## config.mk

```make
export PLATFORM = sky130hd
export DESIGN_NAME = feistel_block_cipher_64_core
export DESIGN_NICKNAME = d
export VERILOG_FILES = /design/src/rtl/fbc64_pkg.sv /design/src/rtl/fbc64_round.sv /design/src/rtl/feistel_block_cipher_64_core.sv
export SDC_FILE = /design/constraint.sdc
export NUM_CORES = 1
export LEC_CHECK = 0
export BUFFER_PORTS_ARGS = -buffer_cell sky130_fd_sc_hd__buf_2
export CAP_MARGIN = 10
export CORE_ASPECT_RATIO = 1.75
export CORE_UTILIZATION = 40
export DETAILED_ROUTE_END_ITERATION = 12
export PLACE_DENSITY = 0.65
export SYNTH_ARGS = -nofsm -noshare
export SYNTH_HDL_FRONTEND = slang
export SYNTH_SLANG_ARGS = --single-unit
```

## constraint.sdc

```tcl
create_clock -name i_clk -period 1.5 [get_ports i_clk]
set_clock_uncertainty 0.05 [all_clocks]
set_input_delay 0 -clock i_clk [delete_from_list [all_inputs] [get_ports i_clk]]
set_output_delay 0 -clock i_clk [all_outputs]
set_load 0.05 [all_outputs]
```

## src/rtl/fbc64_pkg.sv

```systemverilog
// ----------------------------------------------------------------------------
// fbc64_pkg: shared types, constants and round function
// Constants and helpers for the 64-bit Feistel block cipher core.
// ----------------------------------------------------------------------------
package fbc64_pkg;

    localparam int HALF_BITS      = 32;
    localparam int BLOCK_BITS     = 2 * HALF_BITS;
    localparam int ROT_LEFT       = 6;
    localparam int KEY_SLOTS      = 8;
    localparam int KEY_IDX_W      = $clog2(KEY_SLOTS);
    localparam int CFG_IDX_W      = KEY_IDX_W + 1;
    localparam int ROUND_COUNT_DEF = 8;

    // command codes
    localparam logic CMD_ENCRYPT = 1'b0;
    localparam logic CMD_DECRYPT = 1'b1;

    typedef logic [HALF_BITS-1:0] t_half;

    // control that travels along with each block
    typedef struct packed {
        logic valid;
        logic cmd;
    } t_ctrl;

    // rotl(half, 6) xor key
    function automatic t_half round_mix(input t_half half, input t_half key);
        round_mix = (half << ROT_LEFT) ^ (half >> (HALF_BITS - ROT_LEFT)) ^ key;
    endfunction

endpackage

```

## src/rtl/fbc64_round.sv

```systemverilog
// ----------------------------------------------------------------------------
// fbc64_round: one registered Feistel round
// Computes (L, R) <- (R ^ rotl(L, 6) ^ key, L) and registers the result.
// ----------------------------------------------------------------------------
module fbc64_round
    import fbc64_pkg::*;
(
    input  logic  i_clk,
    input  logic  i_rst_n,
    input  t_ctrl i_ctrl,
    input  t_half i_left,
    input  t_half i_right,
    input  t_half i_key,
    output t_ctrl o_ctrl,
    output t_half o_left,
    output t_half o_right
);

    t_ctrl r_ctrl;
    t_half r_left;
    t_half r_right;
    t_half n_left;

    // round function
    assign n_left = i_right ^ round_mix(i_left, i_key);

    // control: reset clears valid
    always_ff @(posedge i_clk) begin
        if (!i_rst_n) begin
            r_ctrl <= '0;
        end else begin
            r_ctrl <= i_ctrl;
        end
    end

    // payload
    always_ff @(posedge i_clk) begin
        r_left  <= n_left;
        r_right <= i_left;
    end

    assign o_ctrl  = r_ctrl;
    assign o_left  = r_left;
    assign o_right = r_right;

endmodule

```

## src/rtl/feistel_block_cipher_64_core.sv

```systemverilog
// ----------------------------------------------------------------------------
// feistel_block_cipher_64_core: pipelined 64-bit Feistel block cipher
// Encrypts or decrypts one 64-bit block per cycle through one stage per round.
// ----------------------------------------------------------------------------
// Usage:
//   Input: a transaction is taken at a clock edge with start high and busy
//   low. busy is always low, so a block may enter every cycle. command 0
//   encrypts (keys 0 up), 1 decrypts (keys ROUND_COUNT-1 down to 0).
//   Output: o_done is high for one cycle with o_block_out; the receiver
//   cannot stall, and the pipeline never needs to.
//   Path from start to o_done: input register, one register stage per
//   round, output register.
//   Throughput: one block per cycle, set by the one-round-per-stage pipe.
//   Config: i_cfg_index 0..7 selects round_key_0..7, written when
//   i_cfg_valid and o_cfg_ready are high; o_cfg_ready is always high and
//   indexes past seven are ignored. Write keys only while the pipe is empty.
//   Reset (synchronous, active low): all keys go to zero and every block in
//   flight is dropped.
// ----------------------------------------------------------------------------
module feistel_block_cipher_64_core
    import fbc64_pkg::*;
#(
    parameter int ROUND_COUNT = ROUND_COUNT_DEF
) (
    input  logic                  i_clk,
    input  logic                  i_rst_n,
    input  logic                  start,
    output logic                  busy,
    input  logic                  i_command,
    input  logic [BLOCK_BITS-1:0] i_block_in,
    output logic                  o_done,
    output logic [BLOCK_BITS-1:0] o_block_out,
    input  logic                  i_cfg_valid,
    output logic                  o_cfg_ready,
    input  logic [CFG_IDX_W-1:0]  i_cfg_index,
    input  logic [HALF_BITS-1:0]  i_cfg_data
);

    localparam int LATENCY = ROUND_COUNT + 2;

    t_half                 r_keys [KEY_SLOTS];
    t_ctrl                 stg_ctrl  [ROUND_COUNT+1];
    t_half                 stg_left  [ROUND_COUNT+1];
    t_half                 stg_right [ROUND_COUNT+1];
    t_ctrl                 r_in_ctrl;
    t_half                 r_in_left;
    t_half                 r_in_right;
    logic                  r_done;
    logic [BLOCK_BITS-1:0] r_block_out;

    assign busy        = 1'b0;
    assign o_cfg_ready = 1'b1;

    // key registers
    always_ff @(posedge i_clk) begin
        if (!i_rst_n) begin
            r_keys <= '{default: '0};
        end else if (i_cfg_valid && o_cfg_ready && !i_cfg_index[CFG_IDX_W-1]) begin
            r_keys[i_cfg_index[KEY_IDX_W-1:0]] <= i_cfg_data;
        end
    end

    // input register
    always_ff @(posedge i_clk) begin
        if (!i_rst_n) begin
            r_in_ctrl <= '0;
        end else begin
            r_in_ctrl.valid <= start && !busy;
            r_in_ctrl.cmd   <= i_command;
        end
    end

    always_ff @(posedge i_clk) begin
        r_in_left  <= i_block_in[BLOCK_BITS-1:HALF_BITS];
        r_in_right <= i_block_in[HALF_BITS-1:0];
    end

    assign stg_ctrl[0]  = r_in_ctrl;
    assign stg_left[0]  = r_in_left;
    assign stg_right[0] = r_in_right;

    // one stage per round; key order follows the command bit
    for (genvar g = 0; g < ROUND_COUNT; g++) begin : g_round
        localparam int ENC_IDX = g;
        localparam int DEC_IDX = ROUND_COUNT - 1 - g;
        t_half key;

        assign key = (stg_ctrl[g].cmd == CMD_DECRYPT) ? r_keys[DEC_IDX]
                                                      : r_keys[ENC_IDX];

        fbc64_round u_round (
            .i_clk   (i_clk),
            .i_rst_n (i_rst_n),
            .i_ctrl  (stg_ctrl[g]),
            .i_left  (stg_left[g]),
            .i_right (stg_right[g]),
            .i_key   (key),
            .o_ctrl  (stg_ctrl[g+1]),
            .o_left  (stg_left[g+1]),
            .o_right (stg_right[g+1])
        );
    end

    // output register: final R high, final L low
    always_ff @(posedge i_clk) begin
        if (!i_rst_n) begin
            r_done <= 1'b0;
        end else begin
            r_done <= stg_ctrl[ROUND_COUNT].valid;
        end
    end

    always_ff @(posedge i_clk) begin
        r_block_out <= {stg_right[ROUND_COUNT], stg_left[ROUND_COUNT]};
    end

    assign o_done      = r_done;
    assign o_block_out = r_block_out;

    // every result must come from a block taken earlier with start high and busy low
    a_done_has_source: assert property (@(posedge i_clk) disable iff (!i_rst_n)
        o_done |-> $past(start && !busy, LATENCY))
        else $error("result without a matching input transaction");

    // every accepted block produces a result
    a_start_completes: assert property (@(posedge i_clk) disable iff (!i_rst_n)
        (start && !busy) |-> ##LATENCY o_done)
        else $error("input transaction produced no result");

    // o_done follows the last round stage's valid in the next cycle
    a_out_follows_pipe: assert property (@(posedge i_clk) disable iff (!i_rst_n)
        stg_ctrl[ROUND_COUNT].valid |=> o_done)
        else $error("output strobe lost after last round");

endmodule
```

==> flow_summary_export.csv, run 1 <==
group,metric,value,unit
synth,synth_compound_area_share,0,%
min_path,hp-start,"i_cfg_data[0]",
synth,synth.top_cell.area_share,61.5,%
worst_setup_path,crit_buf_inv,3,
detailed_routing,wire_per_inst,18.2,µm
finish,drive_above_1_share,13.5,%
global_routing,overflow,0,
synth,synth_area_leaders,"dfxtp_1 62%, mux2i_1 17%, xnor2_1 7.5%",
worst_setup_path,required,1.96,ns
clock_network,clock_sinks,914,
global_routing,antenna_found_initial,1,
flow_run,maxCapViolCount,0,
worst_setup_path,r2r_start,"g_round[5].u_round.o_ctrl[0]",
worst_setup_path,slowest_stage,"dlygate4sd3_1",
min_path,hold_class,"in2reg",
worst_setup_path,cp-end-kind,"flip-flop",
sta,hold_ws,0.00898,ns
run_status,status,"finished, final reports clean",
global_routing,grt_pass1_wl,104,mm
synth,synth_top_family_by_area,"multiplexers",
clock_network,numCtsBuffers,83,
pwr,power_leakage,14.8,nW
worst_setup_path,critPathMaxStageDelay,0.72,ns
global_routing,first_global_vias,18300,
min_path,whs_path_depth,3,
worst_setup_path,crit_type,"in2reg",
synth,synthXorXnorAreaFrac,15.1,%
finish,fill_cells,6448,
sta,worst_slew_pin_slew,0.573,ns
synth,syn_nets,2461,
synth,synth_cells,2356,
finish,syn2layout_area_growth,23.6,%
sta,hold_viol,0,
clock_network,cts_buffer_depth,3,
sta,fin_crit_sh,92.2,%
die,io-pin-count,172,
synth,yosysWarningCount,0,
die,coreArea,0.0733,mm²
sta,relSlewSlack,61.8,%
finish,diodes,0,
die,fp.dieH,363,µm
synth,synth_seq_cells,914,
detailed_routing,wirelength_met1,29.7,mm
global_routing,track_usage,18.2,%
detailed_routing,dr_total_vias,17100,
detailed_routing,met2WireLength,34.7,mm
worst_setup_path,startpoint,"i_cfg_index[3]",
detailed_routing,routed_wl,68.1,mm
clock_network,postCtsSetupBuffers,0,
pwr,max-vdd-ir-drop,0.994,mV
synth,yosys.area.top_type,"dfxtp_1",
sta,setup_violations,0,
pwr,p_per_area,1910,mW/mm²
synth,synthAdderAreaFrac,0,%
worst_setup_path,timing.rr.end,"g_round[6].u_round.o_left[5]",
worst_setup_path,cp_top_family,"buffers and inverters",
clock_network,root_buffer,"clkbuf_16",
detailed_routing,via_per_inst,4.56,
synth,ys_types,19,
die,fp-row-count,131,
detailed_routing,first_pass_iters,7,
worst_setup_path,start_kind,"primary input",
worst_setup_path,path_max_fanout,30,
detailed_routing,dr.first_iter.drc_count,697,
min_path,worstHoldEndpoint,"r_keys[160]",
worst_setup_path,rr_worst_depth,3,
place,dp_hpwl,45.1,mm
die,start_util,40.6,%
detailed_routing,top_layer_used,"met4",
detailed_routing,ant_nets,0,
detailed_routing,drc_errors,0,
clock_network,htreeDepth,3,
clock_network,tritoncts,"built",
die,fp.dieW,208,µm
sta,min_period,1.38,ns
finish,fin_util,50.2,%
sta,max_clock_freq,723,MHz
place,io_buffers,169,
worst_setup_path,r2r_slack,0.25,ns
sta,drv_slew,0,
clock_network,clk_latency,0.64,ns
worst_setup_path,crit_path_cell_trace,"buf_2 > nand3b_4 > or3_2 > buf_12 > dlygate4sd3_1 > mux2i_1",
sta,fin_setup_tns,0,ns
synth,yosysSeqAreaShare,61.5,%
place,globalplace.congestion,0.793,
clock_network,cts.reportedPaths.clkPinSlew,0.06,ns
sta,rsz0062_at_grt,"false",
detailed_routing,wl_met3,2.11,mm
synth,synth-simple-area-share,4.32,%
synth,synth_area,0.0297,mm²
finish,final_nets,2845,
global_routing,grt_max_degree,47,
worst_setup_path,cp_data_arrival_time,1.84,ns
synth,syn_area_per_cell,12.6,µm²
synth,muxShareOfSynthArea,17.2,%
die,die_area,0.0755,mm²
[what timing repair did]
action	in CTS	in global routing
hold buffers	180	1
endpoints found under the hold margin	330	3
endpoints found under the setup margin	0	5
gates resized for setup	0	5
[cell type report]
cell class / count / area [µm²] / area share, %
sequential: 914 / 18300 / 49.8
multi-input combinational: 1344 / 10900 / 29.7
timing repair buffer: 397 / 3440 / 9.35
clock buffer: 106 / 2320 / 6.32
tap: 931 / 1160 / 3.17
clock inverter: 46 / 597 / 1.62
[stage by stage]
step / setup slack, ns / power (mW) / area [µm²] / instances
4_1_cts: 0.0213 / 70.9 / 36700 / 3736
2_1_floorplan: 0.273 / 43.7 / 29700 / 2356
3_3_place_gp: 0.123 / 47.8 / 32000 / 3404
6_report: 0.118 / 70.0 / 36800 / 3738
5_1_grt: 0.0944 / 73.1 / 36800 / 3738
3_5_place_dp: 0.113 / 47.8 / 32000 / 3404
[sequential cells by signal (all words and copies together) (netlist names)]
register	count
r_in_right	32
r_in_ctrl	2
g_round.u_round.o_right	256
r_in_left	32
r_keys	256
o_done	1
g_round.u_round.o_ctrl	15
g_round.u_round.o_left	256
o_block_out	64
[synthesized netlist by cell type, drive strengths merged]
| library cell | instances |
|---|---|
| dfxtp | 914 |
| mux2i | 512 |
| nand2 | 290 |
| xnor2 | 256 |
| xor2 | 256 |
| buf | 71 |
| clkbuf | 27 |
| and2 | 18 |
| nand3b | 3 |
| nor3b | 3 |
| conb | 2 |
| nor2 | 2 |
| and3 | 1 |
| or3 | 1 |
[power breakdown]
group	internal (mW)	switching (mW)	leakage, nW	total, mW
clock	13.1	9.31	1.43	22.4
sequential	30.9	3.59	7.62	34.5
combinational	5.59	7.54	5.76	13.1
[how the worst max path moves through the flow]
| stage | end | slack [ns] | cells after the start |
|---|---|---|---|
| finish | r_keys[190] | 0.12 | 6 |
| global route | r_keys[190] | 0.09 | 6 |
| CTS | r_keys[163] | 0.02 | 7 |
| detailed placement | r_keys[172] | 0.11 | 5 |
| global placement | r_keys[160] | 0.12 | 5 |
| floorplan | g_round[7].u_round.o_left[0] | 0.27 | 4 |
[kinds of logic after synthesis]
| group | count (synthesis) |
|---|---|
| and+or+nand+nor | 318 |
| xor gates and xnor gates | 512 |
| buffers and inverters | 98 |
| other | 2 |
| muxes | 512 |
| DFF | 914 |
[cells in the final DEF, fill, tap and decap left out, types with 2 or more instances in the layout]
cell type,Yosys,routed
conb_1,2,2
buf_2,42,168
clkinvlp_4,0,7
inv_6,0,5
clkinv_4,0,5
nor3b_2,1,3
nand2_1,290,287
nand3b_1,2,2
clkbuf_8,0,14
dfxtp_1,914,906
clkbuf_16,0,85
xnor2_1,256,256
bufinv_16,0,12
mux2i_1,512,512
and2_1,18,18
dfxtp_2,0,8
buf_4,18,14
clkbuf_1,27,8
nand2_2,0,3
dlygate4sd3_1,0,180
buf_12,0,32
clkinv_2,0,16
xor2_1,256,256
[layer usage]
layer | vias to the layer above | global-route usage [%]
li1 | 8399 | -
met1 | 8259 | 21.7
met2 | 303 | 33.1
met3 | 99 | 2.53
met4 | 0 | 6.43
met5 | - | 0
[worst register-to-register path, stage by stage, from the launching register on]
cell and delay (ns):
dfxtp_2 0.41, buf_12 0.22, mux2i_1 0.35, xnor2_1 0.15
(Power assumes the default switching activity.)
==> run 2, diff against run 1 <==
--- a/config.mk
+++ b/config.mk
@@ -10,7 +10,7 @@
 export CORE_ASPECT_RATIO = 1.75
 export CORE_UTILIZATION = 40
 export DETAILED_ROUTE_END_ITERATION = 12
-export PLACE_DENSITY = 0.65
+export PLACE_DENSITY = 0.67
 export SYNTH_ARGS = -nofsm -noshare
 export SYNTH_HDL_FRONTEND = slang
 export SYNTH_SLANG_ARGS = --single-unit
==> constraint.sdc (replaced) <==
create_clock -name i_clk -period 1.2 [get_ports i_clk]
set_clock_uncertainty 0.05 [all_clocks]
set_input_delay 0.18 -clock i_clk [delete_from_list [all_inputs] [get_ports i_clk]]
set_output_delay 0.18 -clock i_clk [all_outputs]
set_load 0.05 [all_outputs]
==> run 2 against run 1 <==
  * The flow now finishes with violations (setup timing)
  * Combinational power increased by 48%
  * Count of clock-buffer cells in the layout increased by 8
  * Sequential share of layout area decreased by 2.1 points
  * Largest power group unchanged
==> flow_summary_export.csv, run 2 (same netlist as run 1, synthesis figures left out) <==
group,metric,value,unit
worst_setup_path,required,0.97,ns
global_routing,first_global_vias,18600,
worst_setup_path,path_max_fanout,1,
pwr,power_leakage,15.4,nW
finish,fill_cells,6040,
die,io-pin-count,172,
run_status,violations,"setup timing",
finish,syn2layout_area_growth,29.8,%
run_status,status,"finished with violations",
finish,ff_latch_area,0.0184,mm²
place,io_buffers,169,
clock_network,cts.reportedPaths.clkPinSlew,0.07,ns
worst_setup_path,critPathMaxStageDelay,0.34,ns
sta,setup_slack,-0.186,ns
sta,drv_slew,0,
pwr,max-vdd-ir-drop,1.75,mV
detailed_routing,first_pass_iters,6,
die,fp-row-count,131,
worst_setup_path,crit_buf_inv,1,
die,start_util,40.6,%
worst_setup_path,cp_data_arrival_time,1.16,ns
finish,multiInputGateArea,0.0119,mm²
finish,final_common_cell,"dfxtp_1",
min_path,hold_class,"in2reg",
place,post-place-ws,-0.466,ns
finish,final_nets,2822,
clock_network,htreeDepth,3,
detailed_routing,routed_wl,73.4,mm
flow_run,maxCapViolCount,0,
sta,max_clock_freq,722,MHz
sta,rsz0062_at_grt,"true",
finish,fin_util,52.7,%
detailed_routing,via_per_inst,4.65,
sta,relSlewSlack,38.4,%
finish,layout_common_cells,"839 x dfxtp_1, 407 x mux2i_1, 289 x nand2_1",
clock_network,root_buffer,"clkbuf_16",
clock_network,clock_sinks,914,
worst_setup_path,slowest_stage,"dfxtp_2",
clock_network,clk_latency,0.65,ns
worst_setup_path,crit_type,"reg2out",
place,dp_hpwl,46.3,mm
sta,worst_slew_pin_slew,0.924,ns
pwr,p_per_area,2380,mW/mm²
die,die_area,0.0755,mm²
worst_setup_path,crit_path_cell_trace,"buf_6",
detailed_routing,wire_per_inst,19.7,µm
die,coreArea,0.0733,mm²
detailed_routing,drc_errors,0,
sta,setup_violations,177,
global_routing,grt_pass1_wl,107,mm
worst_setup_path,cp_top_family,"flip-flops",
global_routing,grt_max_degree,52,
place,globalplace.congestion,0.796,
global_routing,antenna_found_initial,6,
sta,min_period,1.39,ns
die,fp.dieH,363,µm
finish,drive_above_1_share,22.7,%
global_routing,track_usage,18.9,%
worst_setup_path,start_kind,"flip-flop",
global_routing,overflow,0,
detailed_routing,ant_nets,0,
clock_network,numCtsBuffers,84,
clock_network,tritoncts,"built",
detailed_routing,dr_total_vias,17300,
clock_network,cts_buffer_depth,3,
die,fp.dieW,208,µm
worst_setup_path,cp-end-kind,"output pin",
sta,hold_viol,0,
sta,fin_crit_sh,115,%
detailed_routing,dr.first_iter.drc_count,818,
[run 2: per-layer routing]
layer / vias to the layer above / global-route usage, % / wire length (µm) / share of wire, %
met5: - / 0 / 13 / 0.018
met1: 8395 / 22.0 / 30400 / 41
met4: 2 / 8.58 / 2910 / 4.0
met3: 130 / 3.39 / 2920 / 4.0
met2: 390 / 33.5 / 37200 / 51
li1: 8379 / - / - / -
[run 2: final timing paths]
kind / start / end / slack [ns] / depth (start not counted)
worst min-delay path: i_cfg_data[16] / r_keys[112] / 0.008 / 3
worst max register to register: g_round[1].u_round.o_ctrl[0] / g_round[2].u_round.o_left[5] / -0.12 / 3
worst min register to register: g_round[7].u_round.o_right[26] / o_block_out[58] / 0.27 / 0
worst max-delay path: o_block_out[57] / o_block_out[57] / -0.19 / 1
[run 2: what timing repair did]
item,in CTS,in global routing
hold buffers,97,3
endpoints found under the hold margin,249,5
resized for setup,300,150
cloned,6,7
pin swaps,29,52
setup buffers,5,4
endpoints found under the setup margin,129,209
[run 2: report_power, final]
group | switching [mW] | internal (mW) | total (mW)
logic | 10.0 | 9.34 | 19.4
clock network | 11.7 | 16.9 | 28.5
registers | 4.91 | 38.9 | 43.8
total | 26.6 | 65.1 | 91.7
[run 2: layout make-up]
class,count,share of cell area (%)
Timing Repair Buffer,373,10.6
Antenna cell,2,0.0130
Tap cell,931,3.02
Multi-Input combinational cell,1344,30.9
Clock buffer,114,6.40
Sequential cell,914,47.7
Clock inverter,40,1.33
[run 2: stage by stage]
stage          cell area, µm²  std cells  power (mW)  setup TNS [ns]  hold WS, ns
2_1_floorplan           29700       2356        54.7          -0.969        0.158
3_3_place_gp            32400       3444        59.9          -66.31        0.233
3_5_place_dp            32400       3444        60.1          -73.15        0.234
4_1_cts                 37600       3706        91.8          -17.59      0.00344
5_1_grt                 38600       3718        95.4          -19.84       0.0123
6_report                38600       3718        91.7          -13.58      0.00769
==> run 3, diff against run 2 <==
--- a/config.mk
+++ b/config.mk
@@ -7,7 +7,6 @@
 export LEC_CHECK = 0
 export BUFFER_PORTS_ARGS = -buffer_cell sky130_fd_sc_hd__buf_2
 export CAP_MARGIN = 10
-export CORE_ASPECT_RATIO = 1.75
 export CORE_UTILIZATION = 40
 export DETAILED_ROUTE_END_ITERATION = 12
 export PLACE_DENSITY = 0.67
==> run 3 against run 2 <==
  * The run ends with DRC, setup timing left
  * Global-route usage down 0.88 points
  * Fmax up 0.73%
  * Setup slack better by 0.010 ns
  * Cell area up 2.2%
  * Hold slack better by 0.038 ns
  * Count of clock-buffer cells in the layout up 12
  * Sequential power about the same
  * Highest routed layer unchanged
  * Sequential share of layout area down 1.0 points
  * Largest power group unchanged
==> flow_summary_export.csv, run 3 (same netlist as run 1, synthesis figures left out) <==
group,metric,value,unit
detailed_routing,ant_nets,0,
worst_setup_path,critPathMaxStageDelay,0.35,ns
clock_network,clk_latency,0.65,ns
sta,fin_setup_tns,-12.53,ns
run_status,status,"finished with violations",
global_routing,antenna_found_initial,5,
pwr,p_per_area,2380,mW/mm²
worst_setup_path,crit_type,"reg2out",
worst_setup_path,rr_worst_depth,5,
pwr,power,93.7,mW
clock_network,clock_sinks,914,
place,dp_hpwl,43.7,mm
detailed_routing,wire_per_inst,19.1,µm
die,start_util,40.6,%
worst_setup_path,required,0.97,ns
sta,setup_violations,173,
die,fp.dieH,275,µm
clock_network,tritoncts,"built",
clock_network,root_buffer,"clkbuf_16",
sta,max_clock_freq,727,MHz
pwr,max-vdd-ir-drop,1.20,mV
place,io_buffers,169,
global_routing,track_usage,18.0,%
detailed_routing,dr.first_iter.drc_count,912,
worst_setup_path,crit_buf_inv,1,
finish,layout_common_cells,"841 x dfxtp_1, 379 x mux2i_1, 281 x nand2_1",
die,die_area,0.0754,mm²
detailed_routing,dr_total_vias,17300,
global_routing,first_global_vias,17800,
worst_setup_path,cp-end-kind,"output pin",
worst_setup_path,path_max_fanout,1,
detailed_routing,via_per_inst,4.61,
min_path,hold_class,"in2reg",
detailed_routing,routed_wl,72.0,mm
detailed_routing,first_pass_iters,9,
min_path,whs_path_depth,3,
worst_setup_path,r2r_start,"g_round[6].u_round.o_ctrl[0]",
finish,drive_above_1_share,24.6,%
sta,min_period,1.38,ns
clock_network,cts.reportedPaths.clkPinSlew,0.06,ns
die,io-pin-count,172,
clock_network,cts_buffer_depth,3,
finish,final_nets,2837,
worst_setup_path,timing.rr.end,"g_round[7].u_round.o_left[25]",
pwr,power_leakage,15.6,nW
flow_run,maxCapViolCount,0,
worst_setup_path,crit_path_cell_trace,"buf_8",
min_path,worstHoldEndpoint,"r_keys[172]",
sta,drv_slew,0,
die,fp.dieW,275,µm
worst_setup_path,r2r_slack,-0.11,ns
sta,fin_crit_sh,115,%
finish,final_common_cell,"dfxtp_1",
run_status,violations,"DRC, setup timing",
min_path,hp-start,"i_cfg_data[12]",
die,coreArea,0.0732,mm²
sta,setup_slack,-0.176,ns
finish,fill_cells,5903,
detailed_routing,drc_errors,11,
clock_network,numCtsBuffers,94,
global_routing,grt_pass1_wl,103,mm
sta,rsz0062_at_grt,"true",
worst_setup_path,slowest_stage,"dfxtp_2",
worst_setup_path,start_kind,"flip-flop",
global_routing,grt_max_degree,45,
sta,hold_viol,0,
clock_network,htreeDepth,3,
finish,syn2layout_area_growth,32.6,%
worst_setup_path,cp_data_arrival_time,1.15,ns
die,fp-row-count,99,
worst_setup_path,cp_top_family,"flip-flops",
global_routing,overflow,0,
place,globalplace.congestion,0.760,
[run 3: cell types whose count changed in the layout (fill, tap and decap cells not counted), moves of 10 or more]
cell | previous run | this run
clkbuf_16 | 94 | 107
mux2i_4 | 50 | 70
mux2i_1 | 407 | 379
buf_8 | 49 | 59
[run 3: where the power goes]
group | leakage (nW) | internal [mW] | switching (mW) | total [mW]
Sequential | 7.62 | 38.9 | 4.83 | 43.7
Clock | 1.61 | 18.5 | 12.0 | 30.6
Combinational | 6.41 | 9.58 | 9.90 | 19.5
[run 3: how the worst max path moves through the flow]
stage,from,slack (ns),depth (start not counted),to
finish,o_block_out[23],-0.18,1,o_block_out[23]
global route,o_block_out[31],-0.22,1,o_block_out[31]
CTS,o_block_out[31],-0.24,1,o_block_out[31]
detailed placement,i_cfg_index[3],-0.32,7,r_keys[144]
global placement,i_cfg_index[3],-0.28,5,r_keys[182]
floorplan,g_round[6].u_round.o_ctrl[0],-0.03,4,g_round[7].u_round.o_left[0]
[run 3: per-layer routing]
layer / up-vias / share of wire, % / GRT usage, %
li1: 8418 / - / -
met1: 8433 / 47 / 24.6
met2: 371 / 46 / 28.6
met3: 118 / 4.6 / 2.89
met4: 2 / 3.1 / 6.73
met5: - / 0.018 / 0
[run 3: layout make-up]
| cell class | instances | area [µm²] | share of cell area (%) |
|---|---|---|---|
| multi-input cells | 1344 | 12300 | 31.1 |
| flip-flops and latches | 914 | 18400 | 46.7 |
| repair buffers | 378 | 4260 | 10.8 |
| clock buffers | 126 | 2680 | 6.81 |
| well taps | 959 | 1200 | 3.04 |
| clock inverters | 39 | 602 | 1.53 |
| diodes | 1 | 2.50 | 0.00635 |
[run 3: stage by stage]
stage / hold slack, ns / area (µm²) / util [%] / cells / setup WS [ns]
2_1_floorplan: 0.158 / 29700 / - / 2356 / -0.0272
3_3_place_gp: 0.233 / 32400 / 44.3 / 3462 / -0.277
3_5_place_dp: 0.234 / 32400 / 44.3 / 3462 / -0.319
4_1_cts: 0.00135 / 37600 / 51.3 / 3727 / -0.243
5_1_grt: 0.0413 / 39400 / 53.9 / 3761 / -0.224
6_report: 0.0454 / 39400 / 53.9 / 3761 / -0.176
[run 3: timing repair]
item                                   CTS  global route
setup endpoints to repair               94           194
gates cloned                             4            12
pin swaps                                5            76
hold buffers                            87             5
gates resized for setup                276           249
endpoints found under the hold margin  221            40
buffers inserted                        10            17
